File: src/rtl/dacs_pkg.sv
// shared types, constants and helpers for the decimal accumulator machine
package dacs_pkg;

    localparam int MEM_DEPTH_DEF = 100;

    localparam int FUNC_W     = 2;
    localparam int ADDR_W     = 7;
    localparam int VAL_W      = 32;
    localparam int WORD_W     = 15;
    localparam int FIELD_W    = 8;
    localparam int STEP_W     = 13;
    localparam int TRY_W      = 3;
    localparam int STATUS_W   = 4;
    localparam int CFG_IDX_W  = 2;
    localparam int CFG_DATA_W = 13;

    localparam logic [ADDR_W-1:0] MSIZE_RST   = 7'd50;
    localparam logic [STEP_W-1:0] MAXSTEP_RST = 13'd5000;
    localparam logic [TRY_W-1:0]  MAXTRY_RST  = 3'd5;

    localparam logic signed [VAL_W-1:0] W_MIN = -32'sd9999;
    localparam logic signed [VAL_W-1:0] W_MAX = 32'sd9999;

    // reciprocal of 100 for splitting a word into opcode and operand
    localparam int RECIP       = 5243;
    localparam int RECIP_SHIFT = 19;
    localparam int RECIP_W     = 14;
    localparam int PROD_W      = 27;
    localparam int QUOT_W      = 7;

    localparam int DIV_STEPS = 32;
    localparam int DIV_CNT_W = 6;

    localparam logic [CFG_IDX_W-1:0] CFG_MEM_SIZE  = 2'd0;
    localparam logic [CFG_IDX_W-1:0] CFG_MAX_STEPS = 2'd1;
    localparam logic [CFG_IDX_W-1:0] CFG_MAX_TRIES = 2'd2;

    typedef enum logic [FUNC_W-1:0] {
        FN_LOAD,
        FN_RDWORD,
        FN_START,
        FN_STEP
    } func_t;

    typedef enum logic [STATUS_W-1:0] {
        ST_OK,
        ST_HALT,
        ST_RETRY,
        ST_RANGE,
        ST_ADDR,
        ST_OPC,
        ST_STEPS,
        ST_TRIES,
        ST_DIV0
    } stat_code_t;

    localparam logic signed [FIELD_W-1:0] OP_READ   = 8'sd10;
    localparam logic signed [FIELD_W-1:0] OP_WRITE  = 8'sd11;
    localparam logic signed [FIELD_W-1:0] OP_LOAD   = 8'sd20;
    localparam logic signed [FIELD_W-1:0] OP_STORE  = 8'sd21;
    localparam logic signed [FIELD_W-1:0] OP_LOADI  = 8'sd22;
    localparam logic signed [FIELD_W-1:0] OP_STOREI = 8'sd23;
    localparam logic signed [FIELD_W-1:0] OP_ADD    = 8'sd30;
    localparam logic signed [FIELD_W-1:0] OP_SUB    = 8'sd31;
    localparam logic signed [FIELD_W-1:0] OP_DIV    = 8'sd32;
    localparam logic signed [FIELD_W-1:0] OP_MUL    = 8'sd33;
    localparam logic signed [FIELD_W-1:0] OP_JMP    = 8'sd40;
    localparam logic signed [FIELD_W-1:0] OP_JNEG   = 8'sd41;
    localparam logic signed [FIELD_W-1:0] OP_JZERO  = 8'sd42;
    localparam logic signed [FIELD_W-1:0] OP_JNZ    = 8'sd43;
    localparam logic signed [FIELD_W-1:0] OP_LOOP   = 8'sd44;
    localparam logic signed [FIELD_W-1:0] OP_HALT   = 8'sd45;

    typedef enum logic [3:0] {
        S_IDLE,
        S_DISPATCH,
        S_RDWORD,
        S_FETCH,
        S_OPERAND,
        S_EXEC,
        S_IND,
        S_DIV,
        S_DONE
    } state_t;

    typedef struct packed {
        logic latch;
        logic dispatch;
        logic rdword;
        logic fetch;
        logic operand;
        logic exec;
        logic ind;
        logic div_take;
        logic deliver;
    } cmd_t;

    typedef struct packed {
        logic go_read;
        logic go_fetch;
        logic opd_ok;
        logic need_ind;
        logic need_div;
        logic div_done;
        logic out_free;
    } sts_t;

    function automatic logic in_range(input logic signed [VAL_W-1:0] v);
        return (v >= W_MIN) && (v <= W_MAX);
    endfunction

endpackage

File: src/rtl/dacs_if.sv
// item channels: command items in, result items out
interface dacs_in_if;
    import dacs_pkg::*;

    logic                     valid;
    logic                     ready;
    logic [FUNC_W-1:0]        func;
    logic [ADDR_W-1:0]        address;
    logic signed [VAL_W-1:0]  value;
    logic                     value_present;

    modport source (output valid, func, address, value, value_present, input ready);
    modport sink   (input valid, func, address, value, value_present, output ready);
endinterface

interface dacs_out_if;
    import dacs_pkg::*;

    logic                      valid;
    logic                      ready;
    logic [STATUS_W-1:0]       status;
    logic [ADDR_W-1:0]         pc_value;
    logic signed [VAL_W-1:0]   accumulator_value;
    logic signed [WORD_W-1:0]  instruction_word;
    logic signed [FIELD_W-1:0] opcode_field;
    logic signed [FIELD_W-1:0] operand_field;
    logic                      print_valid;
    logic signed [WORD_W-1:0]  print_value;
    logic signed [WORD_W-1:0]  read_word;

    modport source (output valid, status, pc_value, accumulator_value,
                    instruction_word, opcode_field, operand_field, print_valid,
                    print_value, read_word, input ready);
    modport sink   (input valid, status, pc_value, accumulator_value,
                    instruction_word, opcode_field, operand_field, print_valid,
                    print_value, read_word, output ready);
endinterface

File: src/rtl/dacs_div.sv
// iterative signed divider, one quotient bit per cycle
module dacs_div (
    input  logic                                clk,
    input  logic                                rst_n,
    input  logic                                start,
    input  logic signed [dacs_pkg::VAL_W-1:0]   dividend,
    input  logic signed [dacs_pkg::WORD_W-1:0]  divisor,
    output logic                                done,
    output logic signed [dacs_pkg::VAL_W-1:0]   quotient
);
    import dacs_pkg::*;

    logic [VAL_W-1:0]     quo_reg;
    logic [WORD_W-1:0]    rem_reg;
    logic [WORD_W-1:0]    dvs_reg;
    logic                 neg_reg;
    logic                 busy_reg;
    logic                 done_reg;
    logic [DIV_CNT_W-1:0] cnt_reg;

    logic [WORD_W:0]      trial;
    logic [WORD_W+1:0]    diff;

    assign trial = {rem_reg, quo_reg[VAL_W-1]};
    assign diff  = {1'b0, trial} - {2'b00, dvs_reg};

    always_ff @(posedge clk or negedge rst_n)
    begin
        if (!rst_n)
        begin
            busy_reg <= 1'b0;
            done_reg <= 1'b0;
            cnt_reg  <= '0;
        end
        else if (start)
        begin
            busy_reg <= 1'b1;
            done_reg <= 1'b0;
            cnt_reg  <= DIV_CNT_W'(DIV_STEPS);
        end
        else if (busy_reg)
        begin
            cnt_reg <= cnt_reg - 1'b1;
            if (cnt_reg == DIV_CNT_W'(1))
            begin
                busy_reg <= 1'b0;
                done_reg <= 1'b1;
            end
        end
    end

    always_ff @(posedge clk)
    begin
        if (start)
        begin
            quo_reg <= dividend[VAL_W-1] ? VAL_W'(-dividend) : VAL_W'(dividend);
            rem_reg <= '0;
            dvs_reg <= divisor[WORD_W-1] ? WORD_W'(-divisor) : WORD_W'(divisor);
            neg_reg <= dividend[VAL_W-1] ^ divisor[WORD_W-1];
        end
        else if (busy_reg)
        begin
            if (!diff[WORD_W+1])
            begin
                rem_reg <= diff[WORD_W-1:0];
                quo_reg <= {quo_reg[VAL_W-2:0], 1'b1};
            end
            else
            begin
                rem_reg <= trial[WORD_W-1:0];
                quo_reg <= {quo_reg[VAL_W-2:0], 1'b0};
            end
        end
    end

    assign done     = done_reg;
    assign quotient = neg_reg ? VAL_W'(-quo_reg) : quo_reg;
endmodule

File: src/rtl/dacs_ctrl.sv
// sequencer for one item: dispatch, word read or fetch/operand/exec/ind/div
module dacs_ctrl (
    input  logic           clk,
    input  logic           rst_n,
    input  logic           in_valid,
    output logic           in_ready,
    input  dacs_pkg::sts_t sts,
    output dacs_pkg::cmd_t cmd
);
    import dacs_pkg::*;

    state_t state_reg;
    state_t state_next;

    always_ff @(posedge clk or negedge rst_n)
    begin
        if (!rst_n)
        begin
            state_reg <= S_IDLE;
        end
        else
        begin
            state_reg <= state_next;
        end
    end

    always_comb
    begin
        state_next = state_reg;
        unique case (state_reg)
            S_IDLE:
            begin
                if (in_valid)
                begin
                    state_next = S_DISPATCH;
                end
            end
            S_DISPATCH:
            begin
                if (sts.go_read)
                begin
                    state_next = S_RDWORD;
                end
                else if (sts.go_fetch)
                begin
                    state_next = S_FETCH;
                end
                else
                begin
                    state_next = S_DONE;
                end
            end
            S_RDWORD:  state_next = S_DONE;
            S_FETCH:   state_next = S_OPERAND;
            S_OPERAND: state_next = sts.opd_ok ? S_EXEC : S_DONE;
            S_EXEC:
            begin
                if (sts.need_ind)
                begin
                    state_next = S_IND;
                end
                else if (sts.need_div)
                begin
                    state_next = S_DIV;
                end
                else
                begin
                    state_next = S_DONE;
                end
            end
            S_IND:     state_next = S_DONE;
            S_DIV:
            begin
                if (sts.div_done)
                begin
                    state_next = S_DONE;
                end
            end
            S_DONE:
            begin
                if (sts.out_free)
                begin
                    state_next = S_IDLE;
                end
            end
            default:   state_next = S_IDLE;
        endcase
    end

    always_comb
    begin
        cmd      = '0;
        in_ready = 1'b0;
        unique case (state_reg)
            S_IDLE:
            begin
                in_ready  = 1'b1;
                cmd.latch = in_valid;
            end
            S_DISPATCH: cmd.dispatch = 1'b1;
            S_RDWORD:   cmd.rdword   = 1'b1;
            S_FETCH:    cmd.fetch    = 1'b1;
            S_OPERAND:  cmd.operand  = 1'b1;
            S_EXEC:     cmd.exec     = 1'b1;
            S_IND:      cmd.ind      = 1'b1;
            S_DIV:      cmd.div_take = sts.div_done;
            S_DONE:     cmd.deliver  = sts.out_free;
            default:    cmd          = '0;
        endcase
    end
endmodule

File: src/rtl/dacs_dp.sv
// datapath: word memory, machine registers, execute logic and result register
module dacs_dp #(
    parameter int MEM_DEPTH = dacs_pkg::MEM_DEPTH_DEF
) (
    input  logic                                 clk,
    input  logic                                 rst_n,
    input  logic                                 cfg_we,
    input  logic [dacs_pkg::CFG_IDX_W-1:0]       cfg_index,
    input  logic [dacs_pkg::CFG_DATA_W-1:0]      cfg_data,
    input  logic [dacs_pkg::FUNC_W-1:0]          in_func,
    input  logic [dacs_pkg::ADDR_W-1:0]          in_address,
    input  logic signed [dacs_pkg::VAL_W-1:0]    in_value,
    input  logic                                 in_value_present,
    input  dacs_pkg::cmd_t                       cmd,
    output dacs_pkg::sts_t                       sts,
    dacs_out_if.source                           rsp
);
    import dacs_pkg::*;

    localparam int AW = (MEM_DEPTH > 1) ? $clog2(MEM_DEPTH) : 1;

    // configuration
    logic [ADDR_W-1:0] msize_reg;
    logic [STEP_W-1:0] maxstep_reg;
    logic [TRY_W-1:0]  maxtry_reg;

    // latched item
    func_t                   func_reg;
    logic [ADDR_W-1:0]       addr_reg;
    logic signed [VAL_W-1:0] val_reg;
    logic                    pres_reg;

    // machine state
    logic signed [VAL_W-1:0] acc_reg;
    logic [ADDR_W-1:0]       pc_reg;
    logic [STEP_W-1:0]       steps_reg;
    logic [TRY_W-1:0]        tries_reg;
    stat_code_t              run_reg;

    // per item result
    stat_code_t                stat_reg;
    logic signed [WORD_W-1:0]  iw_reg;
    logic signed [FIELD_W-1:0] opc_reg;
    logic signed [FIELD_W-1:0] opd_reg;
    logic                      pv_reg;
    logic signed [WORD_W-1:0]  pval_reg;
    logic signed [WORD_W-1:0]  rword_reg;

    // output register
    logic                      ov_reg;
    stat_code_t                o_stat_reg;
    logic [ADDR_W-1:0]         o_pc_reg;
    logic signed [VAL_W-1:0]   o_acc_reg;
    logic signed [WORD_W-1:0]  o_iw_reg;
    logic signed [FIELD_W-1:0] o_opc_reg;
    logic signed [FIELD_W-1:0] o_opd_reg;
    logic                      o_pv_reg;
    logic signed [WORD_W-1:0]  o_pval_reg;
    logic signed [WORD_W-1:0]  o_rword_reg;

    // word memory
    logic [WORD_W-1:0]    mem [MEM_DEPTH];
    logic [MEM_DEPTH-1:0] vld_reg;
    logic [WORD_W-1:0]    rdata_reg;
    logic                 rvld_reg;

    logic [ADDR_W-1:0]        size;
    logic signed [WORD_W-1:0] rd;
    logic signed [VAL_W-1:0]  m32;
    logic                     m_ok;
    logic                     opd_ok;
    logic                     addr_ok;
    logic                     go_fetch;
    stat_code_t               disp_st;

    logic [WORD_W-1:0]         mag;
    logic [PROD_W-1:0]         qprod;
    logic [QUOT_W-1:0]         q;
    logic [RECIP_W-1:0]        qx100;
    logic [QUOT_W-1:0]         r;
    logic signed [FIELD_W-1:0] spl_opc;
    logic signed [FIELD_W-1:0] spl_opd;

    stat_code_t              x_st;
    logic                    x_acc_we;
    logic signed [VAL_W-1:0] x_acc;
    logic [ADDR_W-1:0]       x_npc;
    logic [TRY_W-1:0]        x_tries;
    logic [TRY_W-1:0]        tries_inc;
    logic                    x_pv;
    logic                    x_wr;
    logic [ADDR_W-1:0]       x_wa;
    logic [WORD_W-1:0]       x_wd;
    logic                    x_ind;
    logic                    x_div;
    logic signed [VAL_W-1:0] acc_dec;
    logic signed [VAL_W-1:0] prod;

    logic                    mem_we;
    logic [ADDR_W-1:0]       mem_wa;
    logic [WORD_W-1:0]       mem_wd;
    logic                    rd_en;
    logic [ADDR_W-1:0]       raddr;

    logic                    div_done;
    logic signed [VAL_W-1:0] div_q;

    assign size = (msize_reg < ADDR_W'(MEM_DEPTH)) ? msize_reg : ADDR_W'(MEM_DEPTH);
    assign rd   = rvld_reg ? rdata_reg : '0;
    assign m32  = VAL_W'(rd);
    assign m_ok = !rd[WORD_W-1] && (rd[WORD_W-2:0] < (WORD_W-1)'(size));

    assign opd_ok   = !opd_reg[FIELD_W-1] && (opd_reg[ADDR_W-1:0] < size);
    assign addr_ok  = addr_reg < size;
    assign go_fetch = (func_reg == FN_STEP) && (run_reg == ST_OK)
                      && (steps_reg < maxstep_reg) && (pc_reg < size);

    // opcode and operand split of the fetched word
    assign mag     = rd[WORD_W-1] ? WORD_W'(-rd) : WORD_W'(rd);
    assign qprod   = PROD_W'(mag[RECIP_W-1:0]) * PROD_W'(RECIP);
    assign q       = qprod[RECIP_SHIFT +: QUOT_W];
    assign qx100   = RECIP_W'(q) * RECIP_W'(100);
    assign r       = QUOT_W'(mag[RECIP_W-1:0] - qx100);
    assign spl_opc = rd[WORD_W-1] ? -FIELD_W'(q) : FIELD_W'(q);
    assign spl_opd = rd[WORD_W-1] ? -FIELD_W'(r) : FIELD_W'(r);

    always_comb
    begin
        unique case (func_reg)
            FN_LOAD:
            begin
                if (!addr_ok)
                begin
                    disp_st = ST_ADDR;
                end
                else if (!in_range(val_reg))
                begin
                    disp_st = ST_RANGE;
                end
                else
                begin
                    disp_st = ST_OK;
                end
            end
            FN_RDWORD: disp_st = addr_ok ? ST_OK : ST_ADDR;
            FN_START:  disp_st = ST_OK;
            FN_STEP:
            begin
                if (run_reg != ST_OK)
                begin
                    disp_st = run_reg;
                end
                else if (steps_reg >= maxstep_reg)
                begin
                    disp_st = ST_STEPS;
                end
                else if (pc_reg >= size)
                begin
                    disp_st = ST_ADDR;
                end
                else
                begin
                    disp_st = ST_OK;
                end
            end
            default:   disp_st = ST_OK;
        endcase
    end

    assign acc_dec   = acc_reg - 32'sd1;
    assign prod      = acc_reg * m32;
    assign tries_inc = tries_reg + 1'b1;

    always_comb
    begin
        x_st     = ST_OK;
        x_acc_we = 1'b0;
        x_acc    = acc_reg;
        x_npc    = pc_reg + 1'b1;
        x_tries  = tries_reg;
        x_pv     = 1'b0;
        x_wr     = 1'b0;
        x_wa     = opd_reg[ADDR_W-1:0];
        x_wd     = val_reg[WORD_W-1:0];
        x_ind    = 1'b0;
        x_div    = 1'b0;
        unique case (opc_reg)
            OP_READ:
            begin
                if (pres_reg && in_range(val_reg))
                begin
                    x_wr    = 1'b1;
                    x_tries = '0;
                end
                else
                begin
                    x_tries = tries_inc;
                    x_st    = (tries_inc >= maxtry_reg) ? ST_TRIES : ST_RETRY;
                end
            end
            OP_WRITE: x_pv = 1'b1;
            OP_LOAD:
            begin
                x_acc_we = 1'b1;
                x_acc    = m32;
            end
            OP_STORE:
            begin
                if (!in_range(acc_reg))
                begin
                    x_st = ST_RANGE;
                end
                else
                begin
                    x_wr = 1'b1;
                    x_wd = acc_reg[WORD_W-1:0];
                end
            end
            OP_LOADI:
            begin
                if (!m_ok)
                begin
                    x_st = ST_ADDR;
                end
                else
                begin
                    x_ind = 1'b1;
                end
            end
            OP_STOREI:
            begin
                if (!m_ok)
                begin
                    x_st = ST_ADDR;
                end
                else if (!in_range(acc_reg))
                begin
                    x_st = ST_RANGE;
                end
                else
                begin
                    x_wr = 1'b1;
                    x_wa = rd[ADDR_W-1:0];
                    x_wd = acc_reg[WORD_W-1:0];
                end
            end
            OP_ADD:
            begin
                x_acc_we = 1'b1;
                x_acc    = acc_reg + m32;
            end
            OP_SUB:
            begin
                x_acc_we = 1'b1;
                x_acc    = acc_reg - m32;
            end
            OP_DIV:
            begin
                if (rd == '0)
                begin
                    x_st = ST_DIV0;
                end
                else
                begin
                    x_div = 1'b1;
                end
            end
            OP_MUL:
            begin
                x_acc_we = 1'b1;
                x_acc    = prod;
            end
            OP_JMP:   x_npc = opd_reg[ADDR_W-1:0];
            OP_JNEG:
            begin
                if (acc_reg < 0)
                begin
                    x_npc = opd_reg[ADDR_W-1:0];
                end
            end
            OP_JZERO:
            begin
                if (acc_reg == '0)
                begin
                    x_npc = opd_reg[ADDR_W-1:0];
                end
            end
            OP_JNZ:
            begin
                if (acc_reg != '0)
                begin
                    x_npc = opd_reg[ADDR_W-1:0];
                end
            end
            OP_LOOP:
            begin
                x_acc_we = 1'b1;
                x_acc    = acc_dec;
                if (acc_dec != '0)
                begin
                    x_npc = opd_reg[ADDR_W-1:0];
                end
            end
            OP_HALT:  x_st = ST_HALT;
            default:  x_st = ST_OPC;
        endcase
    end

    // memory port selection
    always_comb
    begin
        mem_we = 1'b0;
        mem_wa = addr_reg;
        mem_wd = val_reg[WORD_W-1:0];
        if (cmd.dispatch && (func_reg == FN_LOAD) && (disp_st == ST_OK))
        begin
            mem_we = 1'b1;
        end
        else if (cmd.exec && x_wr)
        begin
            mem_we = 1'b1;
            mem_wa = x_wa;
            mem_wd = x_wd;
        end
    end

    always_comb
    begin
        rd_en = 1'b0;
        raddr = addr_reg;
        if (cmd.dispatch && (func_reg == FN_RDWORD) && addr_ok)
        begin
            rd_en = 1'b1;
        end
        else if (cmd.dispatch && go_fetch)
        begin
            rd_en = 1'b1;
            raddr = pc_reg;
        end
        else if (cmd.operand && opd_ok)
        begin
            rd_en = 1'b1;
            raddr = opd_reg[ADDR_W-1:0];
        end
        else if (cmd.exec && x_ind)
        begin
            rd_en = 1'b1;
            raddr = rd[ADDR_W-1:0];
        end
    end

    always_ff @(posedge clk)
    begin
        if (mem_we)
        begin
            mem[mem_wa[AW-1:0]] <= mem_wd;
        end
        if (rd_en)
        begin
            rdata_reg <= mem[raddr[AW-1:0]];
        end
    end

    // unwritten words read as zero
    always_ff @(posedge clk or negedge rst_n)
    begin
        if (!rst_n)
        begin
            vld_reg  <= '0;
            rvld_reg <= 1'b0;
        end
        else
        begin
            if (mem_we)
            begin
                vld_reg[mem_wa[AW-1:0]] <= 1'b1;
            end
            if (rd_en)
            begin
                rvld_reg <= vld_reg[raddr[AW-1:0]];
            end
        end
    end

    dacs_div u_div (
        .clk      (clk),
        .rst_n    (rst_n),
        .start    (cmd.exec && x_div),
        .dividend (acc_reg),
        .divisor  (rd),
        .done     (div_done),
        .quotient (div_q)
    );

    always_ff @(posedge clk)
    begin
        if (cmd.latch)
        begin
            func_reg <= func_t'(in_func);
            addr_reg <= in_address;
            val_reg  <= in_value;
            pres_reg <= in_value_present;
        end
    end

    always_ff @(posedge clk or negedge rst_n)
    begin
        if (!rst_n)
        begin
            msize_reg   <= MSIZE_RST;
            maxstep_reg <= MAXSTEP_RST;
            maxtry_reg  <= MAXTRY_RST;
            acc_reg     <= '0;
            pc_reg      <= '0;
            steps_reg   <= '0;
            tries_reg   <= '0;
            run_reg     <= ST_OK;
            stat_reg    <= ST_OK;
            iw_reg      <= '0;
            opc_reg     <= '0;
            opd_reg     <= '0;
            pv_reg      <= 1'b0;
            pval_reg    <= '0;
            rword_reg   <= '0;
        end
        else
        begin
            if (cfg_we)
            begin
                case (cfg_index)
                    CFG_MEM_SIZE:  msize_reg   <= cfg_data[ADDR_W-1:0];
                    CFG_MAX_STEPS: maxstep_reg <= cfg_data[STEP_W-1:0];
                    CFG_MAX_TRIES: maxtry_reg  <= cfg_data[TRY_W-1:0];
                    default:       msize_reg   <= msize_reg;
                endcase
            end
            if (cmd.dispatch)
            begin
                stat_reg  <= disp_st;
                iw_reg    <= '0;
                opc_reg   <= '0;
                opd_reg   <= '0;
                pv_reg    <= 1'b0;
                pval_reg  <= '0;
                rword_reg <= '0;
                if (func_reg == FN_START)
                begin
                    acc_reg   <= '0;
                    pc_reg    <= '0;
                    steps_reg <= '0;
                    tries_reg <= '0;
                    run_reg   <= ST_OK;
                end
                if ((func_reg == FN_STEP) && (disp_st != ST_OK))
                begin
                    run_reg <= disp_st;
                end
            end
            if (cmd.rdword)
            begin
                rword_reg <= rd;
            end
            if (cmd.fetch)
            begin
                iw_reg  <= rd;
                opc_reg <= spl_opc;
                opd_reg <= spl_opd;
            end
            if (cmd.operand && !opd_ok)
            begin
                stat_reg <= ST_ADDR;
                run_reg  <= ST_ADDR;
            end
            if (cmd.exec)
            begin
                stat_reg  <= x_st;
                tries_reg <= x_tries;
                pv_reg    <= x_pv;
                pval_reg  <= x_pv ? rd : '0;
                if (x_acc_we)
                begin
                    acc_reg <= x_acc;
                end
                if (x_st == ST_OK)
                begin
                    pc_reg    <= x_npc;
                    steps_reg <= steps_reg + 1'b1;
                end
                else if (x_st == ST_HALT)
                begin
                    steps_reg <= steps_reg + 1'b1;
                end
                if ((x_st != ST_OK) && (x_st != ST_RETRY))
                begin
                    run_reg <= x_st;
                end
            end
            if (cmd.ind)
            begin
                acc_reg <= m32;
            end
            if (cmd.div_take)
            begin
                acc_reg <= div_q;
            end
        end
    end

    always_ff @(posedge clk or negedge rst_n)
    begin
        if (!rst_n)
        begin
            ov_reg <= 1'b0;
        end
        else if (cmd.deliver)
        begin
            ov_reg <= 1'b1;
        end
        else if (rsp.ready)
        begin
            ov_reg <= 1'b0;
        end
    end

    always_ff @(posedge clk)
    begin
        if (cmd.deliver)
        begin
            o_stat_reg  <= stat_reg;
            o_pc_reg    <= pc_reg;
            o_acc_reg   <= acc_reg;
            o_iw_reg    <= iw_reg;
            o_opc_reg   <= opc_reg;
            o_opd_reg   <= opd_reg;
            o_pv_reg    <= pv_reg;
            o_pval_reg  <= pval_reg;
            o_rword_reg <= rword_reg;
        end
    end

    assign rsp.valid             = ov_reg;
    assign rsp.status            = o_stat_reg;
    assign rsp.pc_value          = o_pc_reg;
    assign rsp.accumulator_value = o_acc_reg;
    assign rsp.instruction_word  = o_iw_reg;
    assign rsp.opcode_field      = o_opc_reg;
    assign rsp.operand_field     = o_opd_reg;
    assign rsp.print_valid       = o_pv_reg;
    assign rsp.print_value       = o_pval_reg;
    assign rsp.read_word         = o_rword_reg;

    assign sts.go_read  = (func_reg == FN_RDWORD) && addr_ok;
    assign sts.go_fetch = go_fetch;
    assign sts.opd_ok   = opd_ok;
    assign sts.need_ind = x_ind;
    assign sts.need_div = x_div;
    assign sts.div_done = div_done;
    assign sts.out_free = !ov_reg || rsp.ready;
endmodule

File: src/rtl/decimal_accumulator_cpu_step.sv
// one item at a time; load and start items need only dispatch, a word read adds a memory read,
// an instruction step goes through fetch, operand and execute, then an indirect read or divide
// the memory read port serves fetch, operand, indirect and word reads; writes use a second port
// a new item is taken while the previous result still waits in the output register
// reset is asynchronous: machine state clears, memory reads zero, registers go to 50, 5000, 5
module decimal_accumulator_cpu_step #(
    parameter int MEM_DEPTH = dacs_pkg::MEM_DEPTH_DEF
) (
    input  logic                            clk,
    input  logic                            rst_n,
    dacs_in_if.sink                         req,
    dacs_out_if.source                      rsp,
    input  logic                            cfg_we,
    input  logic [dacs_pkg::CFG_IDX_W-1:0]  cfg_index,
    input  logic [dacs_pkg::CFG_DATA_W-1:0] cfg_data
);
    import dacs_pkg::*;

    cmd_t cmd;
    sts_t sts;

    dacs_ctrl u_ctrl (
        .clk      (clk),
        .rst_n    (rst_n),
        .in_valid (req.valid),
        .in_ready (req.ready),
        .sts      (sts),
        .cmd      (cmd)
    );

    dacs_dp #(
        .MEM_DEPTH (MEM_DEPTH)
    ) u_dp (
        .clk              (clk),
        .rst_n            (rst_n),
        .cfg_we           (cfg_we),
        .cfg_index        (cfg_index),
        .cfg_data         (cfg_data),
        .in_func          (req.func),
        .in_address       (req.address),
        .in_value         (req.value),
        .in_value_present (req.value_present),
        .cmd              (cmd),
        .sts              (sts),
        .rsp              (rsp)
    );
endmodule

File: src/flat_wrapper.sv
// flat-port wrapper written by rule: the top's interface ports become plain ports
module decimal_accumulator_cpu_step_flat import dacs_pkg::*;
#(
    parameter int MEM_DEPTH = dacs_pkg::MEM_DEPTH_DEF
)
  (clk, rst_n, cfg_we, cfg_index, cfg_data, req_valid, req_func, req_address, req_value, req_value_present, req_ready, rsp_valid, rsp_status, rsp_pc_value, rsp_accumulator_value, rsp_instruction_word, rsp_opcode_field, rsp_operand_field, rsp_print_valid, rsp_print_value, rsp_read_word, rsp_ready);
  dacs_in_if req_i ();
  dacs_out_if rsp_i ();
  input  logic clk;
  input  logic rst_n;
  input  logic cfg_we;
  input  logic [dacs_pkg::CFG_IDX_W-1:0] cfg_index;
  input  logic [dacs_pkg::CFG_DATA_W-1:0] cfg_data;
  input wire logic [$bits(req_i.valid)-1:0] req_valid;
  input wire logic [$bits(req_i.func)-1:0] req_func;
  input wire logic [$bits(req_i.address)-1:0] req_address;
  input wire logic [$bits(req_i.value)-1:0] req_value;
  input wire logic [$bits(req_i.value_present)-1:0] req_value_present;
  output wire logic [$bits(req_i.ready)-1:0] req_ready;
  output wire logic [$bits(rsp_i.valid)-1:0] rsp_valid;
  output wire logic [$bits(rsp_i.status)-1:0] rsp_status;
  output wire logic [$bits(rsp_i.pc_value)-1:0] rsp_pc_value;
  output wire logic [$bits(rsp_i.accumulator_value)-1:0] rsp_accumulator_value;
  output wire logic [$bits(rsp_i.instruction_word)-1:0] rsp_instruction_word;
  output wire logic [$bits(rsp_i.opcode_field)-1:0] rsp_opcode_field;
  output wire logic [$bits(rsp_i.operand_field)-1:0] rsp_operand_field;
  output wire logic [$bits(rsp_i.print_valid)-1:0] rsp_print_valid;
  output wire logic [$bits(rsp_i.print_value)-1:0] rsp_print_value;
  output wire logic [$bits(rsp_i.read_word)-1:0] rsp_read_word;
  input wire logic [$bits(rsp_i.ready)-1:0] rsp_ready;
  assign req_i.valid = req_valid;
  assign req_i.func = req_func;
  assign req_i.address = req_address;
  assign req_i.value = req_value;
  assign req_i.value_present = req_value_present;
  assign req_ready = req_i.ready;
  assign rsp_valid = rsp_i.valid;
  assign rsp_status = rsp_i.status;
  assign rsp_pc_value = rsp_i.pc_value;
  assign rsp_accumulator_value = rsp_i.accumulator_value;
  assign rsp_instruction_word = rsp_i.instruction_word;
  assign rsp_opcode_field = rsp_i.opcode_field;
  assign rsp_operand_field = rsp_i.operand_field;
  assign rsp_print_valid = rsp_i.print_valid;
  assign rsp_print_value = rsp_i.print_value;
  assign rsp_read_word = rsp_i.read_word;
  assign rsp_i.ready = rsp_ready;
  decimal_accumulator_cpu_step #(.MEM_DEPTH(MEM_DEPTH)) u_core (.clk(clk), .rst_n(rst_n), .req(req_i), .rsp(rsp_i), .cfg_we(cfg_we), .cfg_index(cfg_index), .cfg_data(cfg_data));
endmodule
File: config.mk
export PLATFORM = sky130hd
export DESIGN_NAME = decimal_accumulator_cpu_step_flat
export DESIGN_NICKNAME = d
export VERILOG_FILES = /design/src/rtl/dacs_pkg.sv /design/src/rtl/dacs_if.sv /design/src/rtl/dacs_div.sv /design/src/rtl/dacs_ctrl.sv /design/src/rtl/dacs_dp.sv /design/src/rtl/decimal_accumulator_cpu_step.sv /design/src/flat_wrapper.sv
export SDC_FILE = /design/constraint.sdc
export NUM_CORES = 2
export LEC_CHECK = 0
export BUFFER_PORTS_ARGS = -buffer_cell sky130_fd_sc_hd__buf_2
export CAP_MARGIN = 20
export CORE_MARGIN = 2
export CORE_UTILIZATION = 35
export CTS_BUF_LIST = sky130_fd_sc_hd__clkbuf_4
export DETAILED_ROUTE_END_ITERATION = 8
export SLEW_MARGIN = 20
export SYNTH_ARGS = -nofsm -noshare
export SYNTH_HDL_FRONTEND = slang
export SYNTH_SLANG_ARGS = --single-unit
File: constraint.sdc
create_clock -name clk -period 7.85 [get_ports clk]
set_clock_uncertainty 0.1 [all_clocks]
set_input_delay 1.57 -clock clk [delete_from_list [all_inputs] [get_ports clk]]
set_output_delay 1.57 -clock clk [all_outputs]
set_load 0.01 [all_outputs]
==> flow_summary.yaml <==
floorplanning:
  row_count: 197
  core_um2: 288000
  die_h_um: 543
  initial_core_util: 0.352
  die_area_um2: 294000
  die_x_um: 543
  io_pins: 169
routing:
  vias: 73100
  routed_wl_um: 320000
  drtAntennaViolNets: 0
  drt-pass1-iter-count: 8
  wire_per_inst_um: 23.8
  via_per_inst: 5.44
  drtIter0Drc: 7553
  drc: 0
clocking:
  clock_latency_ns: 1.45
  clockBufferDepth: 4
  root_buffer: "clkbuf_4"
  path_clk_slew_ns: 0.07
  cts_buffers: 539
  h-tree-depth: 6
  cts_num_sinks: 1983
  cts_tree: "yes"
sta:
  rsz0062_at_grt: "true"
  hold-worst-slack_ns: 0.207
  fin_ws_ns: -0.442
  hold_violations: 0
  period_needed_ns: 8.29
  fmax_mhz: 121
  period_share: 1.06
  relSlewSlack: 0.241
  setup_viol: 4
  report.final.slew_viol_count: 0
  worst_slew_pin_slew_ns: 1.13
placed_design:
  hpwl_um: 212000
  placed_area_um2: 109000
  gp_congestion: 0.903
  dp.cells: 12500
  port-buffer-count: 168
global_route:
  gr-usage-all-layers: 0.213
  grt_max_degree: 139
  antenna_found_initial: 11
  grt_pass1_vias: 73100
  grt_first_pass_wirelength_um: 473000
  grt.overflow.total: 0
setup_path:
  r2r_slack_ns: -0.44
  cp.buffers_inverters: 5
  cpLargestDelayFamily: "adder cells"
  cpPeakStageDelay_ns: 0.55
  critPathMaxFanout: 6
  arrival_ns: 9.47
  endpoint_kind: "flip-flop"
  crit_slowest_cell: "fa_1"
  cp.required_ns: 9.03
  path_class: "reg2reg"
  cp-start-kind: "flip-flop"
  crit_top_cell: "fa_1"
layout:
  syn2layout_area_growth_pct: 15.1
  final_area_um2: 117000
  drive_gt1_frac: 0.187
  num-nets-final: 9976
  largest_register_ffs: 1500
  layout.cells.non_filler: 13400
  utilization: 0.405
yosys:
  yosys.cell_count.top_type: "edfxtp_1"
  syn_avg_cell_area_um2: 11.8
  synthTopCellsByCount: "edfxtp_1 (1708), nand2_1 (1351), inv_1 (688), clkbuf_1 (354), fa_1 (350)"
  ys_seq_area_frac: 0.572
  synth_top_area_frac: 0.505
  ys_ff_latch: 1983
  syn-num-nets: 9271
  async_flop_share: 0.131
  synth-edff-count: 1708
  mappedNetlistArea_um2: 102000
  yosysTopAreaCell: "edfxtp_1"
  synthFlopType: "edfxtp_1"
  synth_warnings: 0
  synthCells: 8575
  synthTopCellsByArea: "edfxtp_1 (51%), fa_1 (6.9%), dfrtp_1 (6.2%)"
  yosysUniqueCellTypes: 101
run_status:
  status: "complete, but fails checks"
  violations: "negative setup slack"
run:
  drv_cap: 0
power:
  power_frac_comb: 0.482
  p_seq_frac: 0.298
  power_mw: 43.0
  switching_share: 0.417
  power_leakage_nw: 46.4
  irDropWorstVdd_uv: 483
  internal_power_mw: 25.1
  power_density_nw_per_um2: 368
  clkPwrFrac: 0.220
  p_sw_mw: 17.9
hold_path:
  min_path_type: "in2reg"
-- per-layer routing --
layer / vias to the layer above / global-route usage / share of wire
li1: 32500 / - / -
met1: 36600 / 0.296 / 0.43
met2: 3446 / 0.330 / 0.45
met3: 581 / 0.0404 / 0.088
met4: 4 / 0.0806 / 0.037
met5: - / 0 / 0.00012
-- cell type report --
type,instances,area (um2)
Timing Repair Buffer,697,5290
Multi-Input combinational cell,5363,39200
Clock buffer,772,5800
Inverter,696,2630
Clock inverter,142,1050
Sequential cell,1983,58100
Antenna cell,3,7.51
Tap cell,3781,4730
Fill cell,27400,172000
-- cell families (layout without fill, tap and decap cells) --
family | count (synthesis) | in the layout | synth area share
AO/OA/AOI/OAI | 1524 | 1524 | 0.101
XOR/XNOR | 233 | 233 | 0.0201
flip-flops | 1983 | 1983 | 0.572
other | 0 | 3 | 0
AND/OR/NAND/NOR | 2602 | 2602 | 0.116
buffers and inverters | 1229 | 2307 | 0.0484
adder cells (fa/ha/maj) | 636 | 636 | 0.104
multiplexers | 368 | 368 | 0.0375
-- through the flow --
stage	setup TNS [ns]	setup WS, ns
final	-1.19	-0.442
after detailed placement	-2.71	-0.820
after CTS	-1.55	-0.559
after floorplan	-0.342	-0.342
after global placement	-2.51	-0.839
after global routing	-2.95	-0.777
-- power by group through the flow --
stage / Clock (mW) / Sequential, mW / Combinational (mW)
floorplan: 0 / 12.9 / 11.7
global placement: 0 / 13.0 / 19.2
detailed placement: 0 / 13.0 / 19.3
CTS: 9.69 / 12.8 / 19.8
global route: 10.2 / 12.8 / 22.4
finish: 9.46 / 12.8 / 20.7
-- layout by cell type (no fill, tap or decap), types with 32 or more instances in the layout --
cell / instances
edfxtp_1: 1708
nand2_1: 1345
clkbuf_4: 772
inv_1: 674
buf_4: 481
fa_1: 347
a21oi_1: 333
nor2_1: 318
o211ai_1: 299
ha_1: 275
mux2i_1: 267
dfrtp_1: 249
nand3_1: 241
and3_1: 236
o21ai_0: 208
buf_2: 168
a211oi_1: 150
nor4_1: 121
xnor2_1: 120
o21bai_1: 107
xor2_1: 98
clkinv_1: 84
mux2_2: 84
o22ai_1: 69
a31oi_1: 64
nor3_1: 63
nand4_1: 39
o31ai_1: 38
or3_1: 36
nand2b_1: 36
a21o_1: 35
buf_12: 32
-- final timing paths --
kind / startpoint / to / cells past startpoint
max in group asynchronous: rst_n / u_core.u_dp.vld_reg[43]$_DFFE_PN0N_ / 3
worst min-delay path: req_value[23] / u_core.u_dp.val_reg[23]$_DFFE_PP_ / 1
worst max-delay path: u_core.u_dp.rvld_reg$_DFFE_PN0P_ / u_core.u_dp.opd_reg[7]$_DFFE_PN0P_ / 36
worst max register to register: u_core.u_dp.rvld_reg$_DFFE_PN0P_ / u_core.u_dp.opd_reg[7]$_DFFE_PN0P_ / 36
min in group asynchronous: rst_n / u_core.u_dp.maxstep_reg[11]$_DFFE_PN0P_ / 2
worst min register to register: u_core.u_dp.rword_reg[0]$_DFFE_PN0P_ / u_core.u_dp.rsp.read_word[0]$_DFFE_PP_ / 0
-- timing repair --
item,CTS,global route
hold endpoints to repair,69,0
hold buffers,3,0
resized for setup,32,69
buffers inserted,11,9
pin swaps,43,40
gates cloned,0,1
setup endpoints to repair,8,24
(Power assumes the default switching activity.)
